File: src/sv/fcve_pkg.sv
// shared types and constants of the front-coding vbyte encoder
`timescale 1ns / 1ps
`default_nettype none

package fcve_pkg;

    // default sizes, handed down through top-level parameters
    localparam int MAX_TERM_LEN_DEF = 31;
    localparam int MAX_GROUP_DEF    = 1024;

    // fixed field widths
    localparam int CHAR_W  = 8;
    localparam int PTR_W   = 63;
    localparam int DELTA_W = 64;
    localparam int CFG_W   = 11;

    // header nibble cap and vbyte digit layout
    localparam int PREFIX_CAP = 15;
    localparam int VB_BITS    = 7;

    // source of the byte loaded into the output register
    typedef enum logic [1:0] {
        SEL_HDR,
        SEL_SUF,
        SEL_TERM,
        SEL_VB
    } t_out_sel;

    // commands from the controller to the datapath
    typedef struct packed {
        logic     accept;
        logic     compare;
        logic     prep;
        logic     out_load;
        t_out_sel out_sel;
        logic     close;
    } t_cmd;

    // status from the datapath to the controller
    typedef struct packed {
        logic end_flag;
        logic gp_nonzero;
        logic suf_more;
        logic suf_more_next;
        logic long_term;
        logic delta_pos;
        logic delta_more;
        logic out_free;
    } t_status;

endpackage

`default_nettype wire

File: src/sv/fcve_ram.sv
// generic simple dual-port ram with registered read
`timescale 1ns / 1ps
`default_nettype none

module fcve_ram #(
    parameter  int WIDTH = 8,
    parameter  int DEPTH = 32,
    localparam int AW    = (DEPTH > 1) ? $clog2(DEPTH) : 1
) (
    input  wire logic             i_clk,
    input  wire logic             i_we,
    input  wire logic [AW-1:0]    i_waddr,
    input  wire logic [WIDTH-1:0] i_wdata,
    input  wire logic [AW-1:0]    i_raddr,
    output logic      [WIDTH-1:0] o_rdata
);

    logic [WIDTH-1:0] r_mem [DEPTH];
    logic [WIDTH-1:0] r_rdata;

    always_ff @(posedge i_clk) begin
        if (i_we) begin
            r_mem[i_waddr] <= i_wdata;
        end
        r_rdata <= r_mem[i_raddr];
    end

    assign o_rdata = r_rdata;

endmodule

`default_nettype wire

File: src/sv/fcve_ctrl.sv
// controller state machine of the front-coding vbyte encoder
`timescale 1ns / 1ps
`default_nettype none

module fcve_ctrl (
    input  wire logic             i_clk,
    input  wire logic             i_rst_n,
    input  wire logic             i_in_valid,
    output logic                  o_in_stall,
    input  wire fcve_pkg::t_status i_status,
    output fcve_pkg::t_cmd        o_cmd
);

    typedef enum logic [3:0] {
        S_IDLE,
        S_CMP,
        S_PREP,
        S_HDR,
        S_SUF_RD,
        S_SUF_OUT,
        S_TERM,
        S_VB,
        S_CLOSE
    } t_state;

    t_state r_state;
    t_state n_state;
    fcve_pkg::t_cmd cmd;

    always_comb begin
        n_state      = r_state;
        cmd          = '0;
        cmd.out_sel  = fcve_pkg::SEL_HDR;
        unique case (r_state)
            S_IDLE: begin
                if (i_in_valid) begin
                    cmd.accept = 1'b1;
                    n_state    = S_CMP;
                end
            end
            S_CMP: begin
                cmd.compare = 1'b1;
                n_state     = i_status.end_flag ? S_PREP : S_IDLE;
            end
            S_PREP: begin
                cmd.prep = 1'b1;
                n_state  = i_status.gp_nonzero ? S_HDR : S_CLOSE;
            end
            S_HDR: begin
                if (i_status.out_free) begin
                    cmd.out_load = 1'b1;
                    cmd.out_sel  = fcve_pkg::SEL_HDR;
                    if (i_status.suf_more) begin
                        n_state = S_SUF_RD;
                    end else begin
                        n_state = i_status.long_term ? S_TERM : S_VB;
                    end
                end
            end
            S_SUF_RD: begin
                n_state = S_SUF_OUT;
            end
            S_SUF_OUT: begin
                if (i_status.out_free) begin
                    cmd.out_load = 1'b1;
                    cmd.out_sel  = fcve_pkg::SEL_SUF;
                    if (i_status.suf_more_next) begin
                        n_state = S_SUF_RD;
                    end else begin
                        n_state = i_status.long_term ? S_TERM : S_VB;
                    end
                end
            end
            S_TERM: begin
                if (i_status.out_free) begin
                    cmd.out_load = 1'b1;
                    cmd.out_sel  = fcve_pkg::SEL_TERM;
                    n_state      = S_VB;
                end
            end
            S_VB: begin
                if (i_status.out_free) begin
                    cmd.out_load = 1'b1;
                    cmd.out_sel  = fcve_pkg::SEL_VB;
                    if (!i_status.delta_pos || !i_status.delta_more) begin
                        n_state = S_CLOSE;
                    end
                end
            end
            S_CLOSE: begin
                cmd.close = 1'b1;
                n_state   = S_IDLE;
            end
            default: begin
                n_state = S_IDLE;
            end
        endcase
    end

    always_ff @(posedge i_clk) begin
        if (!i_rst_n) begin
            r_state <= S_IDLE;
        end else begin
            r_state <= n_state;
        end
    end

    assign o_cmd      = cmd;
    assign o_in_stall = (r_state != S_IDLE);

    // never overwrite a byte that the consumer has not taken
    a_load_when_free: assert property (@(posedge i_clk) disable iff (!i_rst_n)
        cmd.out_load |-> i_status.out_free)
        else $error("output register loaded while occupied");

endmodule

`default_nettype wire

File: src/sv/fcve_dp.sv
// datapath of the front-coding vbyte encoder: term buffers, counters, output register
`timescale 1ns / 1ps
`default_nettype none

module fcve_dp #(
    parameter int MAX_TERM_LEN = fcve_pkg::MAX_TERM_LEN_DEF,
    parameter int MAX_GROUP    = fcve_pkg::MAX_GROUP_DEF
) (
    input  wire logic                         i_clk,
    input  wire logic                         i_rst_n,
    input  wire logic                         i_cfg_we,
    input  wire logic [fcve_pkg::CFG_W-1:0]   i_cfg_wdata,
    input  wire logic [fcve_pkg::CHAR_W-1:0]  i_term_char,
    input  wire logic                         i_term_end,
    input  wire logic [fcve_pkg::PTR_W-1:0]   i_file_pointer,
    input  wire logic                         i_out_stall,
    output logic                              o_out_valid,
    output logic      [fcve_pkg::CHAR_W-1:0]  o_out_byte,
    output logic                              o_run_last,
    output logic                              o_order_error,
    input  wire fcve_pkg::t_cmd               i_cmd,
    output fcve_pkg::t_status                 o_status
);

    localparam int LW = $clog2(MAX_TERM_LEN + 1);
    localparam int AW = $clog2(MAX_TERM_LEN);
    localparam int GW = $clog2(MAX_GROUP);
    localparam int CW = fcve_pkg::CHAR_W;
    localparam int DW = fcve_pkg::DELTA_W;
    localparam int VB = fcve_pkg::VB_BITS;

    // captured request
    logic [CW-1:0]               r_char;
    logic                        r_end;
    logic [fcve_pkg::PTR_W-1:0]  r_fp;
    logic                        r_stored;

    // term tracking
    logic [LW-1:0] r_cur_len;
    logic [LW-1:0] r_ref_len;
    logic [LW-1:0] r_prefix;
    logic          r_still;
    logic          r_bank;
    logic [fcve_pkg::PTR_W-1:0] r_ref_ptr;
    logic [GW-1:0] r_gp;
    logic [fcve_pkg::CFG_W-1:0] r_grp_terms;

    // emission context
    logic [3:0]    r_m;
    logic [3:0]    r_suf_nib;
    logic          r_long;
    logic [LW-1:0] r_idx;
    logic [DW-1:0] r_delta;
    logic          r_pos;

    // output register
    logic          r_out_valid;
    logic [CW-1:0] r_out_byte;
    logic          r_run_last;
    logic          r_order_err;

    logic          store_now;
    logic          wr0;
    logic          wr1;
    logic [AW-1:0] raddr0;
    logic [AW-1:0] raddr1;
    logic [CW-1:0] rdata0;
    logic [CW-1:0] rdata1;
    logic [CW-1:0] cur_rdata;
    logic [CW-1:0] ref_rdata;
    logic [3:0]    m_cap;
    logic [LW-1:0] suf_len;
    logic [LW:0]   idx_next;
    logic [GW:0]   gp_next;
    logic [31:0]   gs_eff;
    logic          gp_wrap;
    logic          out_free;
    logic [CW-1:0] load_byte;
    logic          load_last;
    logic          load_err;

    assign store_now = (i_term_char != '0) && (r_cur_len < LW'(MAX_TERM_LEN));
    assign wr0       = i_cmd.accept && store_now && !r_bank;
    assign wr1       = i_cmd.accept && store_now &&  r_bank;

    // bank r_bank holds the term being built, the other one the reference
    assign raddr0    = r_bank ? r_cur_len[AW-1:0] : r_idx[AW-1:0];
    assign raddr1    = r_bank ? r_idx[AW-1:0]     : r_cur_len[AW-1:0];
    assign cur_rdata = r_bank ? rdata1 : rdata0;
    assign ref_rdata = r_bank ? rdata0 : rdata1;

    fcve_ram #(.WIDTH(CW), .DEPTH(MAX_TERM_LEN)) u_bank0 (
        .i_clk   (i_clk),
        .i_we    (wr0),
        .i_waddr (r_cur_len[AW-1:0]),
        .i_wdata (i_term_char),
        .i_raddr (raddr0),
        .o_rdata (rdata0)
    );

    fcve_ram #(.WIDTH(CW), .DEPTH(MAX_TERM_LEN)) u_bank1 (
        .i_clk   (i_clk),
        .i_we    (wr1),
        .i_waddr (r_cur_len[AW-1:0]),
        .i_wdata (i_term_char),
        .i_raddr (raddr1),
        .o_rdata (rdata1)
    );

    assign m_cap    = (r_prefix > LW'(fcve_pkg::PREFIX_CAP)) ? 4'(fcve_pkg::PREFIX_CAP)
                                                             : r_prefix[3:0];
    assign suf_len  = r_cur_len - LW'(m_cap);
    assign idx_next = {1'b0, r_idx} + (LW+1)'(1);

    // group position wraps at the clamped group size
    assign gp_next = {1'b0, r_gp} + (GW+1)'(1);
    always_comb begin
        gs_eff = 32'(r_grp_terms);
        if (gs_eff == 32'd0) begin
            gs_eff = 32'd1;
        end else if (gs_eff > 32'(MAX_GROUP)) begin
            gs_eff = 32'(MAX_GROUP);
        end
    end
    assign gp_wrap = (32'(gp_next) >= gs_eff);

    assign out_free = !r_out_valid || !i_out_stall;

    always_comb begin
        load_byte = '0;
        load_last = 1'b0;
        load_err  = 1'b0;
        unique case (i_cmd.out_sel)
            fcve_pkg::SEL_HDR:  load_byte = {r_m, (r_long ? 4'h0 : r_suf_nib)};
            fcve_pkg::SEL_SUF:  load_byte = cur_rdata;
            fcve_pkg::SEL_TERM: load_byte = '0;
            fcve_pkg::SEL_VB: begin
                if (!r_pos) begin
                    load_byte = r_delta[CW-1:0];
                    load_last = 1'b1;
                    load_err  = 1'b1;
                end else if (|r_delta[DW-1:VB]) begin
                    load_byte = {1'b1, r_delta[VB-1:0]};
                end else begin
                    load_byte = {1'b0, r_delta[VB-1:0]};
                    load_last = 1'b1;
                end
            end
            default: load_byte = '0;
        endcase
    end

    // control state
    always_ff @(posedge i_clk) begin
        if (!i_rst_n) begin
            r_cur_len    <= '0;
            r_ref_len    <= '0;
            r_prefix     <= '0;
            r_still      <= 1'b1;
            r_bank       <= 1'b0;
            r_ref_ptr    <= '0;
            r_gp         <= '0;
            r_grp_terms  <= fcve_pkg::CFG_W'(1);
            r_out_valid  <= 1'b0;
        end else begin
            if (i_cfg_we) begin
                r_grp_terms <= i_cfg_wdata;
            end
            if (i_cmd.compare && r_stored) begin
                if (r_still && (r_cur_len < r_ref_len) && (ref_rdata == r_char)) begin
                    r_prefix <= r_prefix + LW'(1);
                end else begin
                    r_still <= 1'b0;
                end
                r_cur_len <= r_cur_len + LW'(1);
            end
            if (i_cmd.close) begin
                r_ref_len <= r_cur_len;
                r_ref_ptr <= r_fp;
                r_bank    <= ~r_bank;
                r_cur_len <= '0;
                r_prefix  <= '0;
                r_still   <= 1'b1;
                r_gp      <= gp_wrap ? '0 : gp_next[GW-1:0];
            end
            if (i_cmd.out_load) begin
                r_out_valid <= 1'b1;
            end else if (!i_out_stall) begin
                r_out_valid <= 1'b0;
            end
        end
    end

    // payload registers
    always_ff @(posedge i_clk) begin
        if (i_cmd.accept) begin
            r_char   <= i_term_char;
            r_end    <= i_term_end;
            r_fp     <= i_file_pointer;
            r_stored <= store_now;
        end
        if (i_cmd.prep) begin
            r_m       <= m_cap;
            r_suf_nib <= suf_len[3:0];
            r_long    <= (suf_len > LW'(fcve_pkg::PREFIX_CAP));
            r_idx     <= LW'(m_cap);
            r_delta   <= {1'b0, r_fp} - {1'b0, r_ref_ptr};
            r_pos     <= (r_fp > r_ref_ptr);
        end
        if (i_cmd.out_load) begin
            r_out_byte  <= load_byte;
            r_run_last  <= load_last;
            r_order_err <= load_err;
            if (i_cmd.out_sel == fcve_pkg::SEL_SUF) begin
                r_idx <= idx_next[LW-1:0];
            end
            if (i_cmd.out_sel == fcve_pkg::SEL_VB) begin
                r_delta <= r_delta >> VB;
            end
        end
    end

    assign o_status.end_flag      = r_end;
    assign o_status.gp_nonzero    = (r_gp != '0);
    assign o_status.suf_more      = (r_idx < r_cur_len);
    assign o_status.suf_more_next = (idx_next < {1'b0, r_cur_len});
    assign o_status.long_term     = r_long;
    assign o_status.delta_pos     = r_pos;
    assign o_status.delta_more    = |r_delta[DW-1:VB];
    assign o_status.out_free      = out_free;

    assign o_out_valid   = r_out_valid;
    assign o_out_byte    = r_out_byte;
    assign o_run_last    = r_run_last;
    assign o_order_error = r_order_err;

    a_prefix_bound: assert property (@(posedge i_clk) disable iff (!i_rst_n)
        r_prefix <= r_cur_len)
        else $error("prefix match exceeds term length");

    a_err_is_last: assert property (@(posedge i_clk) disable iff (!i_rst_n)
        r_out_valid && r_order_err |-> r_run_last)
        else $error("order error byte is not the final byte of the term");

    a_suffix_in_term: assert property (@(posedge i_clk) disable iff (!i_rst_n)
        i_cmd.out_load && (i_cmd.out_sel == fcve_pkg::SEL_SUF) |-> r_idx < r_cur_len)
        else $error("suffix read beyond the term");

endmodule

`default_nettype wire

File: src/sv/front_coding_vbyte_encoder.sv
// top level of the front-coding dictionary encoder with vbyte pointer deltas
`timescale 1ns / 1ps
`default_nettype none

// Sorted dictionary terms enter one character per request; the request with
// i_term_end closes the term and carries its file pointer. Terms are counted
// into groups of the configured size; the first term of a group only becomes
// the reference and produces no bytes. Every later term produces a header byte
// (shared prefix capped at 15 in the high nibble, suffix length or 0 for a long
// suffix in the low nibble), the suffix characters, a zero terminator for a
// long suffix, and the pointer delta as little-endian vbyte with o_run_last on
// its final byte; a nonpositive delta gives one byte with o_order_error set.
// Each character passes an accept and a compare state, as the prefix compare
// waits on the registered read of the reference term buffer. Closing a term
// adds bookkeeping prep and close states; when bytes are emitted, the header,
// each suffix byte (registered buffer read, then output load), the terminator
// and each vbyte byte come between them, all stretched by output stalls. The
// current and reference terms live in two small rams that swap roles at every
// term end, so no copy pass is needed. Write group size only while idle.

module front_coding_vbyte_encoder #(
    parameter int MAX_TERM_LEN = fcve_pkg::MAX_TERM_LEN_DEF,
    parameter int MAX_GROUP    = fcve_pkg::MAX_GROUP_DEF
) (
    input  wire logic                         i_clk,
    input  wire logic                         i_rst_n,
    // configuration: group size
    input  wire logic                         i_cfg_we,
    input  wire logic [fcve_pkg::CFG_W-1:0]   i_cfg_wdata,
    // input channel
    input  wire logic                         i_in_valid,
    output logic                              o_in_stall,
    input  wire logic [fcve_pkg::CHAR_W-1:0]  i_term_char,
    input  wire logic                         i_term_end,
    input  wire logic [fcve_pkg::PTR_W-1:0]   i_file_pointer,
    // output channel
    output logic                              o_out_valid,
    input  wire logic                         i_out_stall,
    output logic      [fcve_pkg::CHAR_W-1:0]  o_out_byte,
    output logic                              o_run_last,
    output logic                              o_order_error
);

    // command and status between sequencer and datapath
    fcve_pkg::t_cmd    cmd;
    fcve_pkg::t_status status;

    // sequencer: character accept, compare, term close and byte emission
    fcve_ctrl u_ctrl (
        .i_clk      (i_clk),
        .i_rst_n    (i_rst_n),
        .i_in_valid (i_in_valid),
        .o_in_stall (o_in_stall),
        .i_status   (status),
        .o_cmd      (cmd)
    );

    // datapath: term buffers, prefix tracking, delta, group counter, output register
    fcve_dp #(
        .MAX_TERM_LEN (MAX_TERM_LEN),
        .MAX_GROUP    (MAX_GROUP)
    ) u_dp (
        .i_clk          (i_clk),
        .i_rst_n        (i_rst_n),
        .i_cfg_we       (i_cfg_we),
        .i_cfg_wdata    (i_cfg_wdata),
        .i_term_char    (i_term_char),
        .i_term_end     (i_term_end),
        .i_file_pointer (i_file_pointer),
        .i_out_stall    (i_out_stall),
        .o_out_valid    (o_out_valid),
        .o_out_byte     (o_out_byte),
        .o_run_last     (o_run_last),
        .o_order_error  (o_order_error),
        .i_cmd          (cmd),
        .o_status       (status)
    );

endmodule

`default_nettype wire
File: config.mk
export PLATFORM = sky130hd
export DESIGN_NAME = front_coding_vbyte_encoder
export DESIGN_NICKNAME = d
export VERILOG_FILES = /design/src/sv/fcve_pkg.sv /design/src/sv/fcve_ram.sv /design/src/sv/fcve_ctrl.sv /design/src/sv/fcve_dp.sv /design/src/sv/front_coding_vbyte_encoder.sv
export SDC_FILE = /design/constraint.sdc
export NUM_CORES = 1
export LEC_CHECK = 0
export ABC_AREA = 0
export BUFFER_PORTS_ARGS = -buffer_cell sky130_fd_sc_hd__buf_2
export CAP_MARGIN = 20
export CORE_MARGIN = 2
export CORE_UTILIZATION = 59
export CTS_CLUSTER_DIAMETER = 40
export CTS_CLUSTER_SIZE = 28
export DETAILED_ROUTE_END_ITERATION = 8
export GPL_TIMING_DRIVEN = 0
export PLACE_DENSITY = 0.76
export SYNTH_ARGS = -nofsm -noshare
export SYNTH_HDL_FRONTEND = slang
export SYNTH_SLANG_ARGS = --single-unit
File: constraint.sdc
create_clock -name i_clk -period 6.95 [get_ports i_clk]
set_input_delay 1.0425 -clock i_clk [delete_from_list [all_inputs] [get_ports i_clk]]
set_output_delay 1.0425 -clock i_clk [all_outputs]
set_load 0.005 [all_outputs]
# ---- Word-level counts from Yosys, hierarchy flattened
# Memory sizes are Yosys's and may differ from the RTL's. A register that Yosys moved wholly into a read port is not among the register bits.
# Cells that the tools add are included.
dict set report word_totals {
  ff_bits 268
  ramBits 496
  inputBits 88
  out_inout_bits 12
  wordCells 136
  n_memories 2
}
# memory words word_bits read_ports rd_ports_with_merged_regs wr line_no
set mem_list {}
lappend mem_list {u_dp.u_bank0.r_mem 31 8 1 1 1 fcve_ram.sv:18} ;# logic [WIDTH-1:0] r_mem [DEPTH];
lappend mem_list {u_dp.u_bank1.r_mem 31 8 1 1 1 fcve_ram.sv:18}
dict set report classes {
  n_addsub 6
  magnitude_cmp 9
  n_eq_ne 19
  muxes 49
  bitwise 3
  n_reduce_logical 25
}
# operator count
set op_table {}
lappend op_table {{$mux W64} 3}
lappend op_table {{$sub A63 B63 Y64} 1}
lappend op_table {{$gt A63 B63 Y1} 1}
lappend op_table {{$reduce_or A57 Y1} 1}
lappend op_table {{$mux W4} 11}
lappend op_table {{$mux W8} 4}
lappend op_table {{$pmux W4 S8} 1}
lappend op_table {{$pmux W8 S4} 1}
lappend op_table {{$mux W5} 5}
lappend op_table {{$mux W11} 2}
lappend op_table {{$eq A4 B3 Y1 const B} 4}
lappend op_table {{$mux W1} 15}
lappend op_table {{$mux W3} 4}
lappend op_table {{$ne A2 B1 Y1 const B} 6}
lappend op_table {{$pmux W3 S4} 1}
lappend op_table {{$add A10 B1 Y11 const B} 1}
lappend op_table {{$ge A11 B11 Y1} 1}
lappend op_table {{$gt A11 B11 Y1 const B} 1}
lappend op_table {{$logic_not A11 Y1} 1}
lappend op_table {{$add A5 B1 Y5 const B} 2}
lappend op_table {{$gt A5 B4 Y1 const B} 2}
lappend op_table {{$lt A5 B5 Y1} 2}
lappend op_table {{$mux W10} 1}
lappend op_table {{$reduce_bool A10 Y1} 1}
lappend op_table {{other kinds (23)} 39}

# ---- Longest topological paths before layout
# Gate-level depths: netlist of the first run.
dict set report depth {
  word_depth 7
  mapped_depth 15
  mapped_depth_nobuf 14
}

# ---- Modules after synthesis
# A second synthesis of the first run with hierarchy kept.
dict set report unflattened {
  hier_cells 2872
  area_unflattened_um2 35883.2
}
# module instances cells_per_inst area_each_um2 seq_area_each_um2
set by_module_without_submodules {}
lappend by_module_without_submodules {fcve_dp 1 1698 15264.6 6216.0}
lappend by_module_without_submodules {{fcve_ram at u_dp.u_bank1} 1 561 10109.7 7607.3}
lappend by_module_without_submodules {{fcve_ram at u_dp.u_bank0} 1 562 10108.4 7607.3}
lappend by_module_without_submodules {fcve_ctrl 1 51 400.4 80.1}

# ---- Worst setup path after synthesis of the first run
# No wires, ideal clock.
dict set report synth_path {
  kind {in2reg}
  from {input i_in_valid}
  to {memory u_dp.u_bank0.r_mem[14][0] (enable)}
  setup_ns 0.370
  arrival_time_ns 3.824
  required_ns 6.580
  setup_slack_ns 2.755
  stages 4
  path_buffers 0
  path_cell_list {and3_1 and3b_1 nand2_1 nor2_1}
}
dict set report synth_between {
  elab_chain_len 6
}
# item line_no
set synth_lines {}
lappend synth_lines {{start, declared} front_coding_vbyte_encoder.sv:31} ;# input wire logic i_in_valid,
lappend synth_lines {{$mux W1} fcve_ctrl.sv:36} ;# if (i_in_valid) begin
lappend synth_lines {{$mux W1} fcve_ctrl.sv:34} ;# unique case (r_state)
lappend synth_lines {{$logic_and A1 B1 Y1 (2 in a row)} fcve_dp.sv:83} ;# assign wr0 = i_cmd.accept && store_now && !r_bank;
lappend synth_lines {{$mux W1} fcve_ram.sv:22} ;# if (i_we) begin
lappend synth_lines {{$mux W1 (not written as such)} fcve_ram.sv:23} ;# r_mem[i_waddr] <= i_wdata;
lappend synth_lines {{end, declared} fcve_ram.sv:18}
# No other way between the ends.

# ---- Worst setup path after layout of the first run
dict set report layout_path {
  from {register u_dp.r_fp[0] in the netlist's numbering}
  to {register u_dp.r_delta[42]}
}
dict set report layout_between {
  elab_chain_len 4
}
# item line_no
set layout_lines {}
lappend layout_lines {{start, declared} fcve_dp.sv:35} ;# logic [fcve_pkg::PTR_W-1:0] r_fp;
lappend layout_lines {{start signal, assigned} fcve_dp.sv:199} ;# r_fp <= i_file_pointer;
lappend layout_lines {{$sub A63 B63 Y64 (*)} fcve_dp.sv:207} ;# r_delta <= {1'b0, r_fp} - {1'b0, r_ref_ptr};
lappend layout_lines {{$mux W64 (*)} fcve_dp.sv:202} ;# if (i_cmd.prep) begin
lappend layout_lines {{$mux W64} fcve_dp.sv:217} ;# if (i_cmd.out_sel == fcve_pkg::SEL_VB) begin
lappend layout_lines {{$mux W64 (*)} fcve_dp.sv:210} ;# if (i_cmd.out_load) begin
lappend layout_lines {{end signal, assigned} fcve_dp.sv:207}
lappend layout_lines {{end signal, assigned} fcve_dp.sv:218} ;# r_delta <= r_delta >> VB;
lappend layout_lines {{end, declared} fcve_dp.sv:53} ;# logic [DW-1:0] r_delta;
# Mark *: on every way between the ends. The rest lies on a longest branch, timed or not.
# A chain may end at the register's enable or synchronous reset.

==> results of run 1 <==
-- power breakdown --
group / leakage [uW] / switching [uW] / internal (uW)
Clock: 0.00183 / 2260 / 3350
Sequential: 0.00691 / 275 / 5350
Combinational: 0.00539 / 1340 / 928
Total: 0.0141 / 3880 / 9630
-- placed cells by master, fill, tap and decap left out, types with 17 or more instances in the layout --
cell / netlist / layout
clkbuf_1: 125 / 129
nand2b_1: 18 / 18
nor4_1: 22 / 22
nor2b_1: 21 / 21
mux4_2: 108 / 108
o21ai_0: 89 / 89
buf_2: 20 / 119
a211oi_1: 40 / 40
nand2_1: 385 / 385
a31oi_1: 17 / 17
xnor2_1: 50 / 50
a21oi_1: 164 / 164
mux2i_1: 61 / 61
and3_1: 19 / 18
inv_6: 0 / 24
nand4_1: 36 / 36
xor2_1: 34 / 34
clkbuf_16: 0 / 111
dfxtp_1: 191 / 191
ha_1: 99 / 99
a21o_1: 42 / 42
inv_1: 104 / 104
a31o_2: 18 / 18
edfxtp_1: 589 / 589
nor3_1: 20 / 20
a311oi_1: 19 / 19
nor2_1: 203 / 203
nand3_1: 65 / 65
a21boi_0: 72 / 72
-- through the flow --
step	cell area (um^2)	power (uW)	std cells	util, %	hold slack, ns
finish	40400	13500	3870	68.8	0.463
global route	40400	13900	3870	68.8	0.484
CTS	40300	13500	3861	68.5	0.468
detailed placement	36500	7900	3661	62.1	0.462
global placement	36500	7830	3657	62.0	0.449
floorplan	35000	7160	2785	-	0.439
-- metal layers --
metal / share of wire [%] / GRT usage [%] / wire length [um]
met5: 0 / 0 / 0
met4: 4.7 / 13.0 / 4260
met3: 7.3 / 5.22 / 6560
met2: 50 / 50.5 / 44700
met1: 38 / 36.9 / 34300
-- logic make-up after synthesis --
group	count (synthesis)	synth area share (%)
compound gates	558	10.7
xor+xnor	84	2.10
fa+ha+maj	101	3.65
buf+inv	262	2.88
flops	780	61.5
mux	171	8.76
simple gates	829	10.4
-- worst reg2reg max path, stage by stage (launching register included) --
cell and delay [ns]:
edfxtp_1 0.38, inv_1 0.07, ha_1 0.17, inv_1 0.07
fa_1 0.41, a21o_1 0.19, a21o_4 0.24, a21boi_1 0.22
nor4b_1 0.12, o311ai_0 0.96, o211ai_1 0.38, a211oi_1 0.32
o21ai_0 0.14, xnor2_1 0.19, o21ai_0 0.09
-- flip-flops by register name, indices dropped and copies added (netlist names), 8 cells and up --
| name | count |
|---|---|
| u_dp.r_fp | 63 |
| u_dp.u_bank1.o_rdata | 8 |
| u_dp.r_grp_terms | 11 |
| u_dp.u_bank0.o_rdata | 8 |
| u_dp.u_bank0.r_mem | 248 |
| u_dp.r_ref_ptr | 63 |
| u_dp.o_out_byte | 8 |
| u_dp.r_char | 8 |
| u_dp.u_bank1.r_mem | 248 |
| u_dp.r_delta | 64 |
| u_dp.r_gp | 10 |
-- layout make-up --
cell class	instances	area (um^2)
fill	4044	18400
inverter	107	402
timing repair buffer	110	699
multi-input combinational	1743	12500
sequential	780	21500
antenna	2	5.00
buffer	155	607
clock inverter	80	902
tap	773	967
clock buffer	120	2860
-- worst max path at each step --
stage / to / slack, ns / depth (start not counted)
2_1_floorplan: u_dp.u_bank0.r_mem[14][0] / 2.76 / 4
3_3_place_gp: u_dp.u_bank1.r_mem[21][1] / 1.16 / 5
3_5_place_dp: u_dp.u_bank1.r_mem[4][3] / 2.73 / 6
4_1_cts: u_dp.r_delta[42] / 2.97 / 14
5_1_grt: u_dp.r_delta[42] / 2.67 / 14
6_report: u_dp.r_delta[42] / 2.88 / 14
==> metrics.yaml, run 1 <==
outcome:
  status: "finished, final reports clean"
critical_path:
  critPathArrivalTime_ns: 4.60
  worst_ep_required_time_ns: 7.48
  crit_chain: "inv_1 > ha_1 > inv_1 > fa_1 > a21o_1 > a21o_4 > a21boi_1 > nor4b_1 > o311ai_0 > o211ai_1 > a211oi_1 > o21ai_0 > xnor2_1 > o21ai_0"
  rr_startpoint: "u_dp.r_fp[0]"
  cp_max_fo: 4
  rr_endpoint: "u_dp.r_delta[42]"
  critPathSlowestCell: "o311ai_0"
  rr_worst_depth: 14
  endpoint_kind: "register"
  path_class: "register to register"
  crit_start: "u_dp.r_fp[0]"
  cp_top_family: "compound AO/OA/AOI/OAI gates"
  slowest_delay_ns: 0.96
  cp-start-kind: "register"
  path_buf_inv: 2
  r2r_setup_slack_ns: 2.88
timing:
  final_hold_viol_count: 0
  skew_ns: 0.0304
  min_period_ns: 4.07
  setup_violations: 0
  slew_viol_final: 0
  tightestPinTransition_ns: 1.11
  fmax_mhz: 245
  fin_tns_setup_ns: 0
  relSlewSlack_pct: 24.9
  setup_ws_ns: 2.88
  rsz0062_at_grt: "no"
  finalCritPeriodShare_pct: 58.6
logic_synthesis:
  synthCells: 2785
  netlist_area_um2: 35000
  syn-num-nets: 2974
  yosysMostFrequentCell: "edfxtp_1"
  synth_top_area_share_pct: 50.5
  yosys-top-cells-area: "edfxtp_1, dfxtp_1, mux4_2"
  yosys_warnings: 0
  ys_top_cells_by_count: "edfxtp_1, nand2_1, nor2_1, dfxtp_1, a21oi_1"
  ys_seq_area_share_pct: 61.5
  synth_edf_count: 589
  ys.flop_type: "edfxtp_1"
  async_flop_share_pct: 0
  ys_ff_latch: 780
  synth_largest_area_cell: "edfxtp_1"
  syn_avg_cell_area_um2: 12.6
  ys_types: 81
min_path:
  holdCritStartpoint: "u_dp.r_ref_ptr[42]"
  whs_path_depth: 2
  worstHoldPathType: "register to register"
  min_to: "u_dp.r_ref_ptr[42]"
grt:
  grt_max_degree: 65
  track_usage_pct: 29.5
  grt-ovfl-total: 0
  antenna_found_initial: 2
  grt_first_pass_wirelength_mm: 137
  grt_pass1_vias: 23993
clock_tree:
  insertion_delay_ns: 0.67
  cts_tree: "yes"
  post-cts-setup-buffer-count: 0
  ctsResizeCount: 0
  postCtsHoldBufs: 0
  root_buffer: "clkbuf_16"
  h-tree-depth: 3
  cts.sinks: 780
  clk_pin_slew_ns: 0.05
  cts_buffer_depth: 3
  numCtsBuffers: 105
power_and_ir_drop:
  cellLeakagePower_uw: 0.0141
  power.density_nw_per_um2: 334
  vdd_drop_max_mv: 0.265
floorplan:
  fp.dieW_um: 248
  die_h_um: 248
  dieArea_um2: 61300
  fp.coreArea_um2: 58800
  row_count: 89
  initial_core_util_pct: 59.5
  io_pins: 100
routing:
  vias_per_cell: 6.24
  post_drt_wl_per_cell_um: 23.2
  drc: 0
  via_count: 24157
  drt_wl_total_mm: 89.8
  dr.pass1.iters: 6
  ant_nets: 0
  dr.first_iter.drc_count: 2088
final_layout:
  area_growth_syn_to_layout_pct: 15.6
  nNetsFinal: 3191
  layout-drive-gt1-share_pct: 15.3
run:
  maxCapViolations: 0
placed_design:
  post-place-ws_ns: 2.73
  place_congestion: 0.952
  io_buffers: 99
  dp_hpwl_mm: 59.4
Note: power is estimated with default switching activity, not from simulation.
==> run 2: changes to the inputs <==
--- a/config.mk
+++ b/config.mk
@@ -9,7 +9,7 @@
 export BUFFER_PORTS_ARGS = -buffer_cell sky130_fd_sc_hd__buf_2
 export CAP_MARGIN = 20
 export CORE_MARGIN = 2
-export CORE_UTILIZATION = 59
+export CORE_UTILIZATION = 56
 export CTS_CLUSTER_DIAMETER = 40
 export CTS_CLUSTER_SIZE = 28
 export DETAILED_ROUTE_END_ITERATION = 8
==> constraint.sdc (replaced) <==
create_clock -name i_clk -period 3.7 [get_ports i_clk]
set_input_delay 0.555 -clock i_clk [delete_from_list [all_inputs] [get_ports i_clk]]
set_output_delay 0.555 -clock i_clk [all_outputs]
set_load 0.005 [all_outputs]
==> run 2 against run 1 <==
Compared with the run above: non-clock buffer count unchanged; sequential power up 87%; power up 86%; routed wire length down 0.46%; largest cell class unchanged; largest power group unchanged.
==> metrics.yaml, run 2 (synthesized netlist as in run 1, its figures left out) <==
routing:
  ant_nets: 0  # unchanged
  via_count: 23973  # was 24157
  dr.first_iter.drc_count: 2429  # was 2088
  drc: 0  # unchanged
  drt_wl_total_mm: 89.4  # was 89.8 mm
  post_drt_wl_per_cell_um: 22.8  # was 23.2 um
  dr.pass1.iters: 6  # unchanged
  vias_per_cell: 6.11  # was 6.24
critical_path:
  crit_path_end: "u_dp.u_bank1.o_rdata[2]"  # was u_dp.r_delta[42]
  rr_endpoint: "u_dp.u_bank1.o_rdata[2]"  # was u_dp.r_delta[42]
  rr_worst_depth: 8  # was 14
  crit_chain: "buf_2 > mux2i_1 > clkbuf_1 > clkbuf_1 > a211oi_1 > a211oi_1 > a311oi_1 > a31o_2"  # was inv_1 > ha_1 > inv_1 > fa_1 > a21o_1 > a21o_4 > a21boi_1 > nor4b_1 > o311ai_0 > o211ai_1 > a211oi_1 > o21ai_0 > xnor2_1 > o21ai_0
  critPathArrivalTime_ns: 4.21  # was 4.60 ns
  worst_ep_required_time_ns: 4.26  # was 7.48 ns
  cp_max_fo: 10  # was 4
  cp_top_family: "buffers and inverters"  # was compound AO/OA/AOI/OAI gates
  r2r_setup_slack_ns: 0.04  # was 2.88 ns
  endpoint_kind: "register"  # unchanged
  slowest_delay_ns: 0.84  # was 0.96 ns
  cp-start-kind: "register"  # unchanged
  path_buf_inv: 3  # was 2
  path_class: "register to register"  # unchanged
  rr_startpoint: "u_dp.r_bank"  # was u_dp.r_fp[0]
  cp.depth: 8  # was 14
  crit_start: "u_dp.r_bank"  # was u_dp.r_fp[0]
  critPathSlowestCell: "mux2i_1"  # was o311ai_0
placed_design:
  io_buffers: 99  # unchanged
  post-place-ws_ns: -0.150  # was 2.73 ns
  dp_hpwl_mm: 58.9  # was 59.4 mm
  place_congestion: 0.935  # was 0.952
timing:
  finalCritPeriodShare_pct: 98.8  # was 58.6%
  skew_ns: 0.0357  # was 0.0304 ns
  tightestPinTransition_ns: 1.03  # was 1.11 ns
  final_hold_viol_count: 0  # unchanged
  setup_violations: 0  # unchanged
  slew_viol_final: 0  # unchanged
  fin_tns_setup_ns: 0  # unchanged
  setup_ws_ns: 0.0447  # was 2.88 ns
  holdWs_ns: 0.0708  # was 0.463 ns
  min_period_ns: 3.66  # was 4.07 ns
  relSlewSlack_pct: 31.2  # was 24.9%
  fmax_mhz: 274  # was 245 MHz
clock_tree:
  root_buffer: "clkbuf_16"  # unchanged
  numCtsBuffers: 100  # was 105
  cts_buffer_depth: 3  # unchanged
  postCtsHoldBufs: 0  # unchanged
  h-tree-depth: 3  # unchanged
  cts.sinks: 780  # unchanged
  cts_tree: "yes"  # unchanged
  clk_pin_slew_ns: 0.06  # was 0.05 ns
  insertion_delay_ns: 0.68  # was 0.67 ns
power_and_ir_drop:
  vdd_drop_max_mv: 0.666  # was 0.265 mV
  power.density_nw_per_um2: 620  # was 334 nW/um^2
  cellLeakagePower_uw: 0.0141  # about the same
floorplan:
  die_h_um: 254  # was 248 um
  initial_core_util_pct: 56.7  # was 59.5%
  io_pins: 100  # unchanged
  row_count: 91  # was 89
  fp.dieW_um: 254  # was 248 um
  fp.coreArea_um2: 61700  # was 58800 um^2
  dieArea_um2: 64500  # was 61300 um^2
min_path:
  worstHoldPathType: "input pin to register"  # was register to register
outcome:
  status: "finished, final reports clean"  # unchanged
final_layout:
  antenna_cells_inserted: 0  # was 2
  mostFrequentLayoutCell: "edfxtp_1"  # unchanged
  layout-drive-gt1-share_pct: 16.2  # was 15.3%
  reg_top3: "u_dp.u_bank0.r_mem: 248 flops, u_dp.u_bank1.r_mem: 248 flops, u_dp.r_delta: 64 flops"  # unchanged
  nFillCells: 4454  # was 4044
  nNetsFinal: 3186  # was 3191
  post-route-util_pct: 65.6  # was 68.8%
  area_growth_syn_to_layout_pct: 15.7  # was 15.6%
  final_cell_mix: "edfxtp_1, nand2_1, dfxtp_1"  # was edfxtp_1, nand2_1, nor2_1
grt:
  antenna_found_initial: 0  # was 2
  track_usage_pct: 27.8  # was 29.5%
  grt_first_pass_wirelength_mm: 137  # about the same
  grt-ovfl-total: 0  # unchanged
  grt_max_degree: 65  # unchanged
  grt_pass1_vias: 24158  # was 23993
run:
  maxCapViolations: 0  # unchanged
==> run 2: cell count changes in the layout (fill, tap and decap cells not counted), sizes merged <==
cell | before | now
clkbuf | 245 | 238
inv | 136 | 131
bufinv | 8 | 12
clkinv | 36 | 33
diode | 2 | 0
buf | 139 | 138
clkinvlp | 7 | 8
==> run 2: report_power, final <==
part	total (uW)	switching (uW)	internal, uW
registers	10500	508	10000
clock network	10200	4070	6170
logic	4300	2550	1750
==> run 2: final cells by class <==
cell class / instances / area [um^2] / share of cell area (%)
Multi-Input combinational cell: 1743 / 12600 / 31.2
Tap cell: 837 / 1050 / 2.59
Clock inverter: 77 / 935 / 2.31
Clock buffer: 112 / 2660 / 6.58
Inverter: 107 / 402 / 0.992
Timing Repair Buffer: 111 / 701 / 1.73
Sequential cell: 780 / 21500 / 53.2
Buffer: 154 / 604 / 1.49
==> run 2: worst min path at each step <==
stage,start,to,slack [ns],cells past startpoint
2_1_floorplan,u_dp.r_delta[61],u_dp.r_delta[61],0.44,2
3_3_place_gp,u_dp.r_ref_ptr[23],u_dp.r_ref_ptr[23],0.45,2
3_5_place_dp,u_dp.r_ref_ptr[12],u_dp.r_ref_ptr[12],0.46,2
4_1_cts,i_file_pointer[46],u_dp.r_fp[46],0.04,1
5_1_grt,i_file_pointer[46],u_dp.r_fp[46],0.05,1
6_report,i_file_pointer[46],u_dp.r_fp[46],0.07,1
==> run 2: timing repair <==
item                                    CTS  global route
resized for setup                         1            40
buffers inserted                          0             0
cloned                                    0             0
endpoints found under the setup margin    2           260
==> run 2: stage by stage <==
stage	instances	total power (uW)	cell area [um^2]
2_1_floorplan	2785	13500	35000
3_3_place_gp	3721	14700	36500
3_5_place_dp	3727	14800	36700
4_1_cts	3916	25100	40300
5_1_grt	3921	25900	40500
6_report	3921	25100	40500
==> run 2: routing by layer <==
metal	up-vias	track usage [%]	routed length (um)
li1	10814	-	-
met1	11767	34.9	34600
met2	1131	47.3	44100
met3	261	4.69	6480
met4	0	13.0	4260
met5	-	0	0
